## src/rtl/core/ffcq_pkg.sv

```systemverilog
package ffcq_pkg;

  // Command codes on the input port
  localparam logic [1:0] CMD_FEEDBACK = 2'd0;
  localparam logic [1:0] CMD_XFER_ERR = 2'd1;
  localparam logic [1:0] CMD_PLAYBACK = 2'd2;

  // Pattern geometry: eight frame counts of four bits make one ring row
  localparam int PAT_LEN   = 8;
  localparam int PAT_SHIFT = 3;
  localparam int FRAME_W   = 4;
  localparam int ROW_W     = PAT_LEN * FRAME_W;
  localparam int NUM_PAT   = 5;
  localparam logic [7:0] WIN_SPAN = 8'd4;

  typedef enum logic [1:0] {
    OP_FEEDBACK,
    OP_XFER_ERR,
    OP_PLAYBACK,
    OP_NONE
  } op_kind_t;

  typedef struct packed {
    op_kind_t   kind;
    logic [7:0] value;
    logic       good;
    logic       last;
    logic       win_hit;
    logic [2:0] pat_sel;
  } fq_entry_t;

  typedef struct packed {
    logic [3:0]  frame_count;
    logic        underrun;
    logic        silent;
    logic        synced;
    logic        warmed_up;
    logic [6:0]  occupancy;
    logic [31:0] overrun_total;
    logic [31:0] underrun_total;
    logic [7:0]  last_feedback;
  } res_t;

  localparam logic [7:0] WIN_BASE [4] = '{8'd42, 8'd46, 8'd86, 8'd94};
  localparam logic [3:0] NOMINAL  [4] = '{4'd5, 4'd6, 4'd11, 4'd12};

  localparam logic [3:0] PAT [4][NUM_PAT][PAT_LEN] = '{
    '{'{4'd5, 4'd5, 4'd5, 4'd6, 4'd5, 4'd5, 4'd5, 4'd6},
      '{4'd5, 4'd5, 4'd6, 4'd5, 4'd5, 4'd6, 4'd5, 4'd6},
      '{4'd5, 4'd6, 4'd5, 4'd6, 4'd5, 4'd6, 4'd5, 4'd6},
      '{4'd6, 4'd5, 4'd6, 4'd6, 4'd5, 4'd6, 4'd5, 4'd6},
      '{4'd6, 4'd6, 4'd6, 4'd5, 4'd6, 4'd6, 4'd6, 4'd5}},
    '{'{4'd5, 4'd6, 4'd6, 4'd6, 4'd5, 4'd6, 4'd6, 4'd6},
      '{4'd5, 4'd6, 4'd6, 4'd6, 4'd6, 4'd6, 4'd6, 4'd6},
      '{4'd6, 4'd6, 4'd6, 4'd6, 4'd6, 4'd6, 4'd6, 4'd6},
      '{4'd7, 4'd6, 4'd6, 4'd6, 4'd6, 4'd6, 4'd6, 4'd6},
      '{4'd7, 4'd6, 4'd6, 4'd6, 4'd7, 4'd6, 4'd6, 4'd6}},
    '{'{4'd10, 4'd11, 4'd11, 4'd11, 4'd10, 4'd11, 4'd11, 4'd11},
      '{4'd10, 4'd11, 4'd11, 4'd11, 4'd11, 4'd11, 4'd11, 4'd11},
      '{4'd11, 4'd11, 4'd11, 4'd11, 4'd11, 4'd11, 4'd11, 4'd11},
      '{4'd12, 4'd11, 4'd11, 4'd11, 4'd11, 4'd11, 4'd11, 4'd11},
      '{4'd12, 4'd11, 4'd11, 4'd11, 4'd12, 4'd11, 4'd11, 4'd11}},
    '{'{4'd11, 4'd12, 4'd12, 4'd12, 4'd11, 4'd12, 4'd12, 4'd12},
      '{4'd11, 4'd12, 4'd12, 4'd12, 4'd12, 4'd12, 4'd12, 4'd12},
      '{4'd12, 4'd12, 4'd12, 4'd12, 4'd12, 4'd12, 4'd12, 4'd12},
      '{4'd13, 4'd12, 4'd12, 4'd12, 4'd12, 4'd12, 4'd12, 4'd12},
      '{4'd13, 4'd12, 4'd12, 4'd12, 4'd13, 4'd12, 4'd12, 4'd12}}
  };

  // Pack one pattern into a ring row, entry 0 in the low nibble
  function automatic logic [ROW_W-1:0] pat_row(input logic [1:0] rate,
                                               input logic [2:0] sel);
    logic [ROW_W-1:0] row;
    row = '0;
    if (sel <= 3'(NUM_PAT - 1)) begin
      for (int i = 0; i < PAT_LEN; i++) begin
        row[i*FRAME_W +: FRAME_W] = PAT[rate][sel][i];
      end
    end
    return row;
  endfunction

endpackage

```

## src/rtl/core/feedback_frame_count_queue_top.sv

```systemverilog
// Path: an accepted transaction passes the queue and the result register; a playback
//   request served from the ring also passes the ring read.
// Throughput: one transaction per cycle while results are taken; ring pops stall in the read state.
// The input side keeps accepting while a result waits, until the two-entry queue fills.
// Reset (rst, synchronous, active high) clears indexes, flags, counters, the queue and the
//   result valid flag, and sets rate_select to 48k; ring contents stay undefined, no clear pass.
module feedback_frame_count_queue_top #(
  parameter int RING_DEPTH   = 128,
  parameter int WARMUP_LEVEL = 80,
  parameter int COUNT_WIDTH  = 32
) (
  input  logic        clk,
  input  logic        rst,
  // configuration write channel: rate select register
  input  logic        cfg_valid,
  output logic        cfg_ready,
  input  logic [1:0]  rate_select,
  // input transaction channel
  input  logic        in_valid,
  output logic        in_ready,
  input  logic [1:0]  cmd,
  input  logic [7:0]  fb_byte,
  input  logic        packet_good,
  input  logic        last_packet,
  // result transaction channel
  output logic        out_valid,
  input  logic        out_ready,
  output logic [3:0]  frame_count,
  output logic        underrun,
  output logic        silent,
  output logic        synced,
  output logic        warmed_up,
  output logic [6:0]  occupancy,
  output logic [31:0] overrun_total,
  output logic [31:0] underrun_total,
  output logic [7:0]  last_feedback
);

  // rate select: 0 = 44.1k, 1 = 48k, 2 = 88.2k, 3 = 96k
  localparam logic [1:0] RATE_RESET = 2'd1;

  logic [1:0]          rate_reg;
  logic                q_valid;
  logic                q_take;
  ffcq_pkg::fq_entry_t q_entry;
  ffcq_pkg::res_t      res;

  // the user must change the register only while idle; the block does not enforce it: always writable
  assign cfg_ready = 1'b1;

  always_ff @(posedge clk) begin
    if (rst) begin
      rate_reg <= RATE_RESET;
    end else if (cfg_valid && cfg_ready) begin
      rate_reg <= rate_select;
    end
  end

  // front: decode command, check feedback window, queue the transaction
  ffcq_front u_front (
    .clk           (clk),
    .rst           (rst),
    .rate_sel      (rate_reg),
    .in_valid      (in_valid),
    .in_ready      (in_ready),
    .cmd           (cmd),
    .fb_byte       (fb_byte),
    .packet_good   (packet_good),
    .last_packet   (last_packet),
    .q_valid       (q_valid),
    .q_entry       (q_entry),
    .q_take        (q_take)
  );

  // back: ring push/pop, sync and warm-up tracking, counters, result register
  ffcq_back #(
    .RING_DEPTH  (RING_DEPTH),
    .WARMUP_LEVEL(WARMUP_LEVEL),
    .COUNT_WIDTH (COUNT_WIDTH)
  ) u_back (
    .clk      (clk),
    .rst      (rst),
    .rate_sel (rate_reg),
    .q_valid  (q_valid),
    .q_entry  (q_entry),
    .q_take   (q_take),
    .out_valid(out_valid),
    .out_ready(out_ready),
    .res      (res)
  );

  assign frame_count    = res.frame_count;
  assign underrun       = res.underrun;
  assign silent         = res.silent;
  assign synced         = res.synced;
  assign warmed_up      = res.warmed_up;
  assign occupancy      = res.occupancy;
  assign overrun_total  = res.overrun_total;
  assign underrun_total = res.underrun_total;
  assign last_feedback  = res.last_feedback;

endmodule

```

## src/rtl/core/ffcq_ram.sv

```systemverilog
module ffcq_ram #(
  parameter int WIDTH = 32,
  parameter int DEPTH = 16
) (
  input  logic                     clk,
  input  logic                     wr_en,
  input  logic [$clog2(DEPTH)-1:0] wr_addr,
  input  logic [WIDTH-1:0]         wr_data,
  input  logic                     rd_en,
  input  logic [$clog2(DEPTH)-1:0] rd_addr,
  output logic [WIDTH-1:0]         rd_data
);

  logic [WIDTH-1:0] mem [DEPTH];

  always_ff @(posedge clk) begin
    if (wr_en) begin
      mem[wr_addr] <= wr_data;
    end
    if (rd_en) begin
      rd_data <= mem[rd_addr];
    end
  end

endmodule

```

## src/rtl/core/ffcq_front.sv

```systemverilog
module ffcq_front (
  input  logic                 clk,
  input  logic                 rst,
  input  logic [1:0]           rate_sel,
  input  logic                 in_valid,
  output logic                 in_ready,
  input  logic [1:0]           cmd,
  input  logic [7:0]           fb_byte,
  input  logic                 packet_good,
  input  logic                 last_packet,
  output logic                 q_valid,
  output ffcq_pkg::fq_entry_t  q_entry,
  input  logic                 q_take
);

  // two-entry queue between classifier and executor
  ffcq_pkg::fq_entry_t slots [2];
  ffcq_pkg::fq_entry_t entry_new;
  logic                wr_ptr;
  logic                rd_ptr;
  logic [1:0]          count;
  logic                push;
  logic                pop;
  logic [7:0]          diff;

  always_comb begin
    diff = fb_byte - ffcq_pkg::WIN_BASE[rate_sel];
    entry_new.value   = fb_byte;
    entry_new.good    = packet_good;
    entry_new.last    = last_packet;
    entry_new.win_hit = (fb_byte >= ffcq_pkg::WIN_BASE[rate_sel]) &&
                        (diff <= ffcq_pkg::WIN_SPAN);
    entry_new.pat_sel = diff[2:0];
    case (cmd)
      ffcq_pkg::CMD_FEEDBACK: entry_new.kind = ffcq_pkg::OP_FEEDBACK;
      ffcq_pkg::CMD_XFER_ERR: entry_new.kind = ffcq_pkg::OP_XFER_ERR;
      ffcq_pkg::CMD_PLAYBACK: entry_new.kind = ffcq_pkg::OP_PLAYBACK;
      default:                entry_new.kind = ffcq_pkg::OP_NONE;
    endcase
  end

  assign in_ready = (count != 2'd2);
  assign q_valid  = (count != 2'd0);
  assign q_entry  = slots[rd_ptr];
  assign push     = in_valid && in_ready;
  assign pop      = q_take && q_valid;

  always_ff @(posedge clk) begin
    if (push) begin
      slots[wr_ptr] <= entry_new;
    end
    if (rst) begin
      wr_ptr <= 1'b0;
      rd_ptr <= 1'b0;
      count  <= 2'd0;
    end else begin
      if (push) begin
        wr_ptr <= ~wr_ptr;
      end
      if (pop) begin
        rd_ptr <= ~rd_ptr;
      end
      case ({push, pop})
        2'b10:   count <= count + 2'd1;
        2'b01:   count <= count - 2'd1;
        default: count <= count;
      endcase
    end
  end

`ifndef NO_ASSERTIONS
  a_count_up: assert property (@(posedge clk) disable iff (rst)
    (push && !pop) |=> (count == $past(count) + 2'd1))
    else $error("queue count did not advance on push");
`endif

endmodule

```

## src/rtl/core/ffcq_back.sv

```systemverilog
module ffcq_back #(
  parameter int RING_DEPTH   = 128,
  parameter int WARMUP_LEVEL = 80,
  parameter int COUNT_WIDTH  = 32
) (
  input  logic                clk,
  input  logic                rst,
  input  logic [1:0]          rate_sel,
  input  logic                q_valid,
  input  ffcq_pkg::fq_entry_t q_entry,
  output logic                q_take,
  output logic                out_valid,
  input  logic                out_ready,
  output ffcq_pkg::res_t      res
);

  localparam int IDX_W  = $clog2(RING_DEPTH);
  localparam int ROWS   = RING_DEPTH / ffcq_pkg::PAT_LEN;
  localparam int ROW_AW = IDX_W - ffcq_pkg::PAT_SHIFT;

  typedef enum logic {S_RUN, S_READ} state_t;

  state_t                   state;
  logic [ROW_AW-1:0]        write_row;
  logic [IDX_W-1:0]         read_index;
  logic                     sync_flag;
  logic                     warm_flag;
  logic                     lost;
  logic [COUNT_WIDTH-1:0]   ovr_cnt;
  logic [COUNT_WIDTH-1:0]   und_cnt;
  logic [7:0]               fb_hold;
  logic [2:0]               nib_sel;

  logic [IDX_W-1:0]         write_index;
  logic [IDX_W-1:0]         fill_cur;
  logic [IDX_W-1:0]         fill_post;
  logic [IDX_W-1:0]         fill_idle;
  logic                     out_free;
  logic                     out_load;
  logic                     push;
  logic                     go_read;
  logic                     lost_upd;
  logic [ROW_AW-1:0]        write_row_next;
  logic [IDX_W-1:0]         read_index_next;
  logic                     sync_next;
  logic                     warm_next;
  logic                     lost_next;
  logic [COUNT_WIDTH-1:0]   ovr_next;
  logic [COUNT_WIDTH-1:0]   und_next;
  logic [7:0]               fb_next;
  ffcq_pkg::res_t           res_next;
  ffcq_pkg::res_t           res_rd;
  logic [ffcq_pkg::ROW_W-1:0] rd_row;

  function automatic logic [IDX_W-1:0] write_index_f(input logic [ROW_AW-1:0] row);
    return {row, ffcq_pkg::PAT_SHIFT'(0)};
  endfunction

  assign write_index = {write_row, ffcq_pkg::PAT_SHIFT'(0)};
  assign fill_cur    = write_index - read_index;
  assign out_free    = !out_valid || out_ready;
  assign q_take      = (state == S_RUN) && q_valid && out_free;
  assign push        = (q_entry.kind == ffcq_pkg::OP_FEEDBACK) && q_entry.good &&
                       q_entry.win_hit;
  // result register loads from the executor, or from the ring read data in the read state
  assign out_load    = q_take ? !go_read : ((state == S_READ) && out_free);

  always_comb begin
    write_row_next  = write_row;
    read_index_next = read_index;
    sync_next       = sync_flag;
    warm_next       = warm_flag;
    lost_next       = lost;
    ovr_next        = ovr_cnt;
    und_next        = und_cnt;
    fb_next         = fb_hold;
    go_read         = 1'b0;
    lost_upd        = lost || !(q_entry.good && q_entry.win_hit);
    fill_post       = push ? fill_cur + IDX_W'(ffcq_pkg::PAT_LEN) : fill_cur;
    res_next        = '0;
    case (q_entry.kind)
      ffcq_pkg::OP_FEEDBACK: begin
        if (q_entry.good) begin
          fb_next = q_entry.value;
        end
        if (push) begin
          if (32'(fill_cur) > 32'(RING_DEPTH - 16)) begin
            ovr_next = ovr_cnt + COUNT_WIDTH'(1);
          end
          write_row_next = write_row + ROW_AW'(1);
        end
        lost_next = lost_upd;
        if (q_entry.last) begin
          if (lost_upd) begin
            sync_next = 1'b0;
            warm_next = 1'b0;
          end else begin
            sync_next = 1'b1;
            if (32'(fill_post) >= 32'(WARMUP_LEVEL)) begin
              warm_next = 1'b1;
            end
          end
          lost_next = 1'b0;
        end
      end
      ffcq_pkg::OP_XFER_ERR: begin
        sync_next = 1'b0;
        warm_next = 1'b0;
        lost_next = 1'b0;
      end
      ffcq_pkg::OP_PLAYBACK: begin
        if (!warm_flag) begin
          res_next.frame_count = ffcq_pkg::NOMINAL[rate_sel];
          res_next.silent      = 1'b1;
        end else if (fill_cur == '0) begin
          res_next.frame_count = ffcq_pkg::NOMINAL[rate_sel];
          res_next.underrun    = 1'b1;
          und_next             = und_cnt + COUNT_WIDTH'(1);
        end else begin
          go_read         = 1'b1;
          read_index_next = read_index + IDX_W'(1);
        end
      end
      default: begin
      end
    endcase
    res_next.synced         = sync_next;
    res_next.warmed_up      = warm_next;
    res_next.occupancy      = 7'(write_index_f(write_row_next) - read_index_next);
    res_next.overrun_total  = 32'(ovr_next);
    res_next.underrun_total = 32'(und_next);
    res_next.last_feedback  = fb_next;
  end

  // ring pop completes here: nothing else moved since the read was issued
  always_comb begin
    fill_idle              = fill_cur;
    res_rd                 = '0;
    res_rd.frame_count     = rd_row[nib_sel*ffcq_pkg::FRAME_W +: ffcq_pkg::FRAME_W];
    res_rd.synced          = sync_flag;
    res_rd.warmed_up       = warm_flag;
    res_rd.occupancy       = 7'(fill_idle);
    res_rd.overrun_total   = 32'(ovr_cnt);
    res_rd.underrun_total  = 32'(und_cnt);
    res_rd.last_feedback   = fb_hold;
  end

  ffcq_ram #(
    .WIDTH(ffcq_pkg::ROW_W),
    .DEPTH(ROWS)
  ) u_ring (
    .clk    (clk),
    .wr_en  (q_take && push),
    .wr_addr(write_row),
    .wr_data(ffcq_pkg::pat_row(rate_sel, q_entry.pat_sel)),
    .rd_en  (q_take && go_read),
    .rd_addr(read_index[IDX_W-1:ffcq_pkg::PAT_SHIFT]),
    .rd_data(rd_row)
  );

  always_ff @(posedge clk) begin
    if (rst) begin
      state      <= S_RUN;
      out_valid  <= 1'b0;
      write_row  <= '0;
      read_index <= '0;
      sync_flag  <= 1'b0;
      warm_flag  <= 1'b0;
      lost       <= 1'b0;
      ovr_cnt    <= '0;
      und_cnt    <= '0;
      fb_hold    <= '0;
    end else begin
      if (out_load) begin
        out_valid <= 1'b1;
      end else if (out_ready) begin
        out_valid <= 1'b0;
      end
      case (state)
        S_RUN: begin
          if (q_take) begin
            write_row  <= write_row_next;
            read_index <= read_index_next;
            sync_flag  <= sync_next;
            warm_flag  <= warm_next;
            lost       <= lost_next;
            ovr_cnt    <= ovr_next;
            und_cnt    <= und_next;
            fb_hold    <= fb_next;
            if (go_read) begin
              nib_sel <= read_index[ffcq_pkg::PAT_SHIFT-1:0];
              state   <= S_READ;
            end else begin
              res <= res_next;
            end
          end
        end
        S_READ: begin
          if (out_free) begin
            res   <= res_rd;
            state <= S_RUN;
          end
        end
        default: state <= S_RUN;
      endcase
    end
  end

`ifndef NO_ASSERTIONS
  a_read_then_wait: assert property (@(posedge clk) disable iff (rst)
    (q_take && go_read) |=> (state == S_READ))
    else $error("ring read issued without entering read state");

  a_warm_needs_sync: assert property (@(posedge clk) disable iff (rst)
    warm_flag |-> sync_flag)
    else $error("warm-up flag set while not synced");

  a_no_pop_in_read: assert property (@(posedge clk) disable iff (rst)
    (state == S_READ) |=> $stable(read_index) || $past(out_free))
    else $error("read index moved while a ring read was pending");
`endif

endmodule

```

## config.mk

```make
export PLATFORM = sky130hd
export DESIGN_NAME = feedback_frame_count_queue_top
export DESIGN_NICKNAME = d
export VERILOG_FILES = /design/src/rtl/core/ffcq_pkg.sv /design/src/rtl/core/feedback_frame_count_queue_top.sv /design/src/rtl/core/ffcq_ram.sv /design/src/rtl/core/ffcq_front.sv /design/src/rtl/core/ffcq_back.sv
export SDC_FILE = /design/constraint.sdc
export NUM_CORES = 1
export LEC_CHECK = 0
export ABC_AREA = 0
export BUFFER_PORTS_ARGS = -buffer_cell sky130_fd_sc_hd__buf_2
export CAP_MARGIN = 20
export CORE_MARGIN = 4
export CORE_UTILIZATION = 45
export CTS_BUF_LIST = sky130_fd_sc_hd__clkbuf_16
export CTS_CLUSTER_DIAMETER = 80
export CTS_CLUSTER_SIZE = 25
export DETAILED_ROUTE_END_ITERATION = 8
export GPL_TIMING_DRIVEN = 0
export PLACE_DENSITY = 0.66
export SYNTH_ARGS = -nofsm -noshare
export SYNTH_HDL_FRONTEND = slang
export SYNTH_SLANG_ARGS = --single-unit
```

## constraint.sdc

```tcl
create_clock -name clk -period 21.6 [get_ports clk]
set_input_delay 1.08 -clock clk [delete_from_list [all_inputs] [get_ports clk]]
set_output_delay 1.08 -clock clk [all_outputs]
set_load 0.02 [all_outputs]
```

==> impl_metrics.ini <==
[layout]
drive_gt1_frac = 0.1531
final_nets = 1965
utilization = 0.5100
layout_commonest_cell = edfxtp_1
instances_no_fill = 2628
diodes = 0
finalInstanceArea_mm2 = 0.02680
largest_register_ffs = 320
top_regs = u_back.u_ring.mem x320, u_back.res x87
top_register = u_back.u_ring.mem
area_growth_pct = 12.26
final_cell_mix = edfxtp_1, nor2_1, nand2_1

[power_and_ir_drop]
power.share.clock = 0.272
leakage_nw = 8.791
switching_power_mw = 0.6370
p_int_mw = 1.648
pwr-share-comb = 0.162
powerDensity_mw_per_mm2 = 85.24
p_seq_frac = 0.566
switching_share = 0.2788
peakVddDrop_mv = 0.05995

[run_status]
status = completed

[timing]
slew_viol_final = 0
fmax_mhz = 146.8
worst_pin_slew_ns = 1.070
finClkSkew_ns = 0.03959
period_needed_ns = 6.811
rsz0062_at_grt = no
hold_viol = 0
fin_crit_sh = 0.3153
relSlewSlack = 0.2684
fin_tns_setup_ns = 0
setup_viol = 0
fin_ws_ns = 14.79

[critical_path]
r2r_start = u_back.read_index[3]$_SDFFE_PP0P_
crit_path_top_delay_cell = nor3_2
rrSetupSlack_ns = 14.79
r2r_cells = 19
cp_max_fo = 14
path_buf_inv = 11
cp-startpoint = u_back.read_index[3]$_SDFFE_PP0P_
startpoint_type = flip-flop
cp.arrival_ns = 7.10
path_class = flip-flop to flip-flop
crit_chain = clkbuf_1, buf_1, buf_6, clkbuf_1, inv_1, ha_1, nor4b_1, mux2i_1, and4_1, buf_2, nand2_1, nand3_1, o31ai_1, nor3_2, buf_6, buf_6, buf_6, buf_6, buf_6
critPathTopFamily = buffers and inverters
endpoint_kind = flip-flop
worst_ep_required_time_ns = 21.89
worst_r2r_endpoint = u_back.res[41]$_DFFE_PP_
crit_path_max_incr_delay_ns = 0.79
cp_common_cell = buf_6

[grt]
grt_max_degree = 27
antenna_found_initial = 0
grt_pass1_wl_mm = 87.71
grt_pass1_vias = 14770
grt_overflow_total = 0
grt_usage = 0.1976

[placed_design]
dp.cells = 2568
dp_hpwl_mm = 41.25
dp_slack_ns = 14.47
portBuffers = 105
place.gp.congestion = 0.8943
dpl-instance-area_mm2 = 0.02581

[die]
io_pins = 109
start_util = 0.4543
die_h_um = 238.3
dieArea_mm2 = 0.05680
core-area_mm2 = 0.05255
dieWidth_um = 238.3
num_rows = 84

[clocking]
clk_pin_slew_ns = 0.09
htree_levels = 1
cts_sinks = 555
post-cts-setup-buffers = 0
cts_inserted_buffers = 29
clock_path_buffers = 3
cts_tree = done
clk_latency_ns = 0.62
clockRootBuffer = clkbuf_16
hold_buffers = 0
ctsResizeCount = 0

[route]
highest_layer = met4
viasPerCell = 5.713
wirelength_mm = 57.43
wl_met2_mm = 27.76
drt_iter0_markers = 1416
num_vias = 15020
route.detailed.drc = 0
met1_length_mm = 24.20
wl_met3_mm = 4.067
ant_nets = 0
drtPass1Iterations = 5
wl_per_cell_um = 21.85

[hold_path]
hold_path_depth = 0
hold_path_class = flip-flop to flip-flop
hold_end = u_back.nib_sel[0]$_DFFE_PP_
hp-start = u_back.read_index[0]$_SDFFE_PP0P_

[synth]
ys.flop_type = edfxtp_1
syn-cell-area_mm2 = 0.02387
synth_cell_type_count = 70
synthCells = 1733
yosysWarningCount = 0
avgSynthCellArea_um2 = 13.78
synth_edf_count = 460
yosysSeqAreaShare = 0.6582
synthArstFlopShare = 0
synth_nets = 1781
synth.ff_latch_count = 555

[run]
cap_viol_max_count = 0
==> power by group through the flow <==
stage	Combinational [mW]	Clock (mW)	Sequential, mW
3_3_place_gp	0.319	0	1.33
5_1_grt	0.399	0.674	1.30
4_1_cts	0.364	0.630	1.29
3_5_place_dp	0.363	0	1.32
6_report	0.371	0.621	1.29
2_1_floorplan	0.171	0	1.36
==> layer usage <==
| layer | global-route usage | up-vias |
|---|---|---|
| met5 | 0 | - |
| met3 | 0.02300 | 86 |
| met2 | 0.3310 | 565 |
| met1 | 0.2784 | 7489 |
| met4 | 0.04978 | 0 |
| li1 | - | 6875 |
==> stage by stage <==
stage	hold slack, ns	power [mW]
2_1_floorplan	0.4314	1.533
3_3_place_gp	0.4431	1.653
3_5_place_dp	0.4499	1.682
4_1_cts	0.4721	2.289
5_1_grt	0.4943	2.371
6_report	0.4710	2.285
==> kinds of logic after synthesis <==
kind of cell               synth area share
DFF                                  0.6582
adders and majority gates           0.01551
buffers and inverters               0.01871
and+or+nand+nor                      0.1042
muxes                               0.09177
xor gates and xnor gates            0.04979
AOI/OAI and AO/OA                   0.06158
other                             0.0001571
==> synthesized netlist by cell type, types with 16 or more instances <==
master	instances	area [um2]
dfxtp_1	95	1902
a221oi_1	21	183.9
or3_1	25	156.4
nand3_1	41	205.2
nor2_1	143	536.8
edfxtp_1	460	13810
clkbuf_1	62	232.7
xnor2_1	81	709.4
xor2_1	51	446.7
a22oi_1	20	150.1
nand4_1	26	162.7
ha_1	28	350.3
a211oi_1	19	142.6
o21ai_0	69	345.3
mux2i_1	85	850.8
mux4_2	44	991.0
buf_1	16	60.06
nor3_1	32	160.2
mux2_2	27	304.0
nor4_1	19	118.9
inv_1	33	123.9
nand2_1	134	503.0
a21oi_1	69	345.3
==> layout make-up <==
cell class / count / area, um2
fill: 4412 / 25750
multi-input combinational: 1062 / 7770
buffer: 83 / 322.8
clock inverter: 25 / 202.7
timing repair buffer: 153 / 1080
clock buffer: 29 / 725.7
sequential: 555 / 15720
inverter: 33 / 123.9
tap: 688 / 860.8
==> worst max-delay path by stage <==
| stage | end | slack [ns] | depth (start not counted) |
|---|---|---|---|
| finish | u_back.res[41]$_DFFE_PP_ | 14.79 | 19 |
| global route | u_back.res[43]$_DFFE_PP_ | 14.34 | 19 |
| CTS | u_back.res[41]$_DFFE_PP_ | 14.42 | 18 |
| detailed placement | u_back.res[43]$_DFFE_PP_ | 14.47 | 18 |
| global placement | u_back.res[40]$_DFFE_PP_ | 8.17 | 13 |
| floorplan | u_back.res[0]$_DFFE_PP_ | 11.67 | 13 |
No activity file was read; power rests on OpenSTA's default activity.
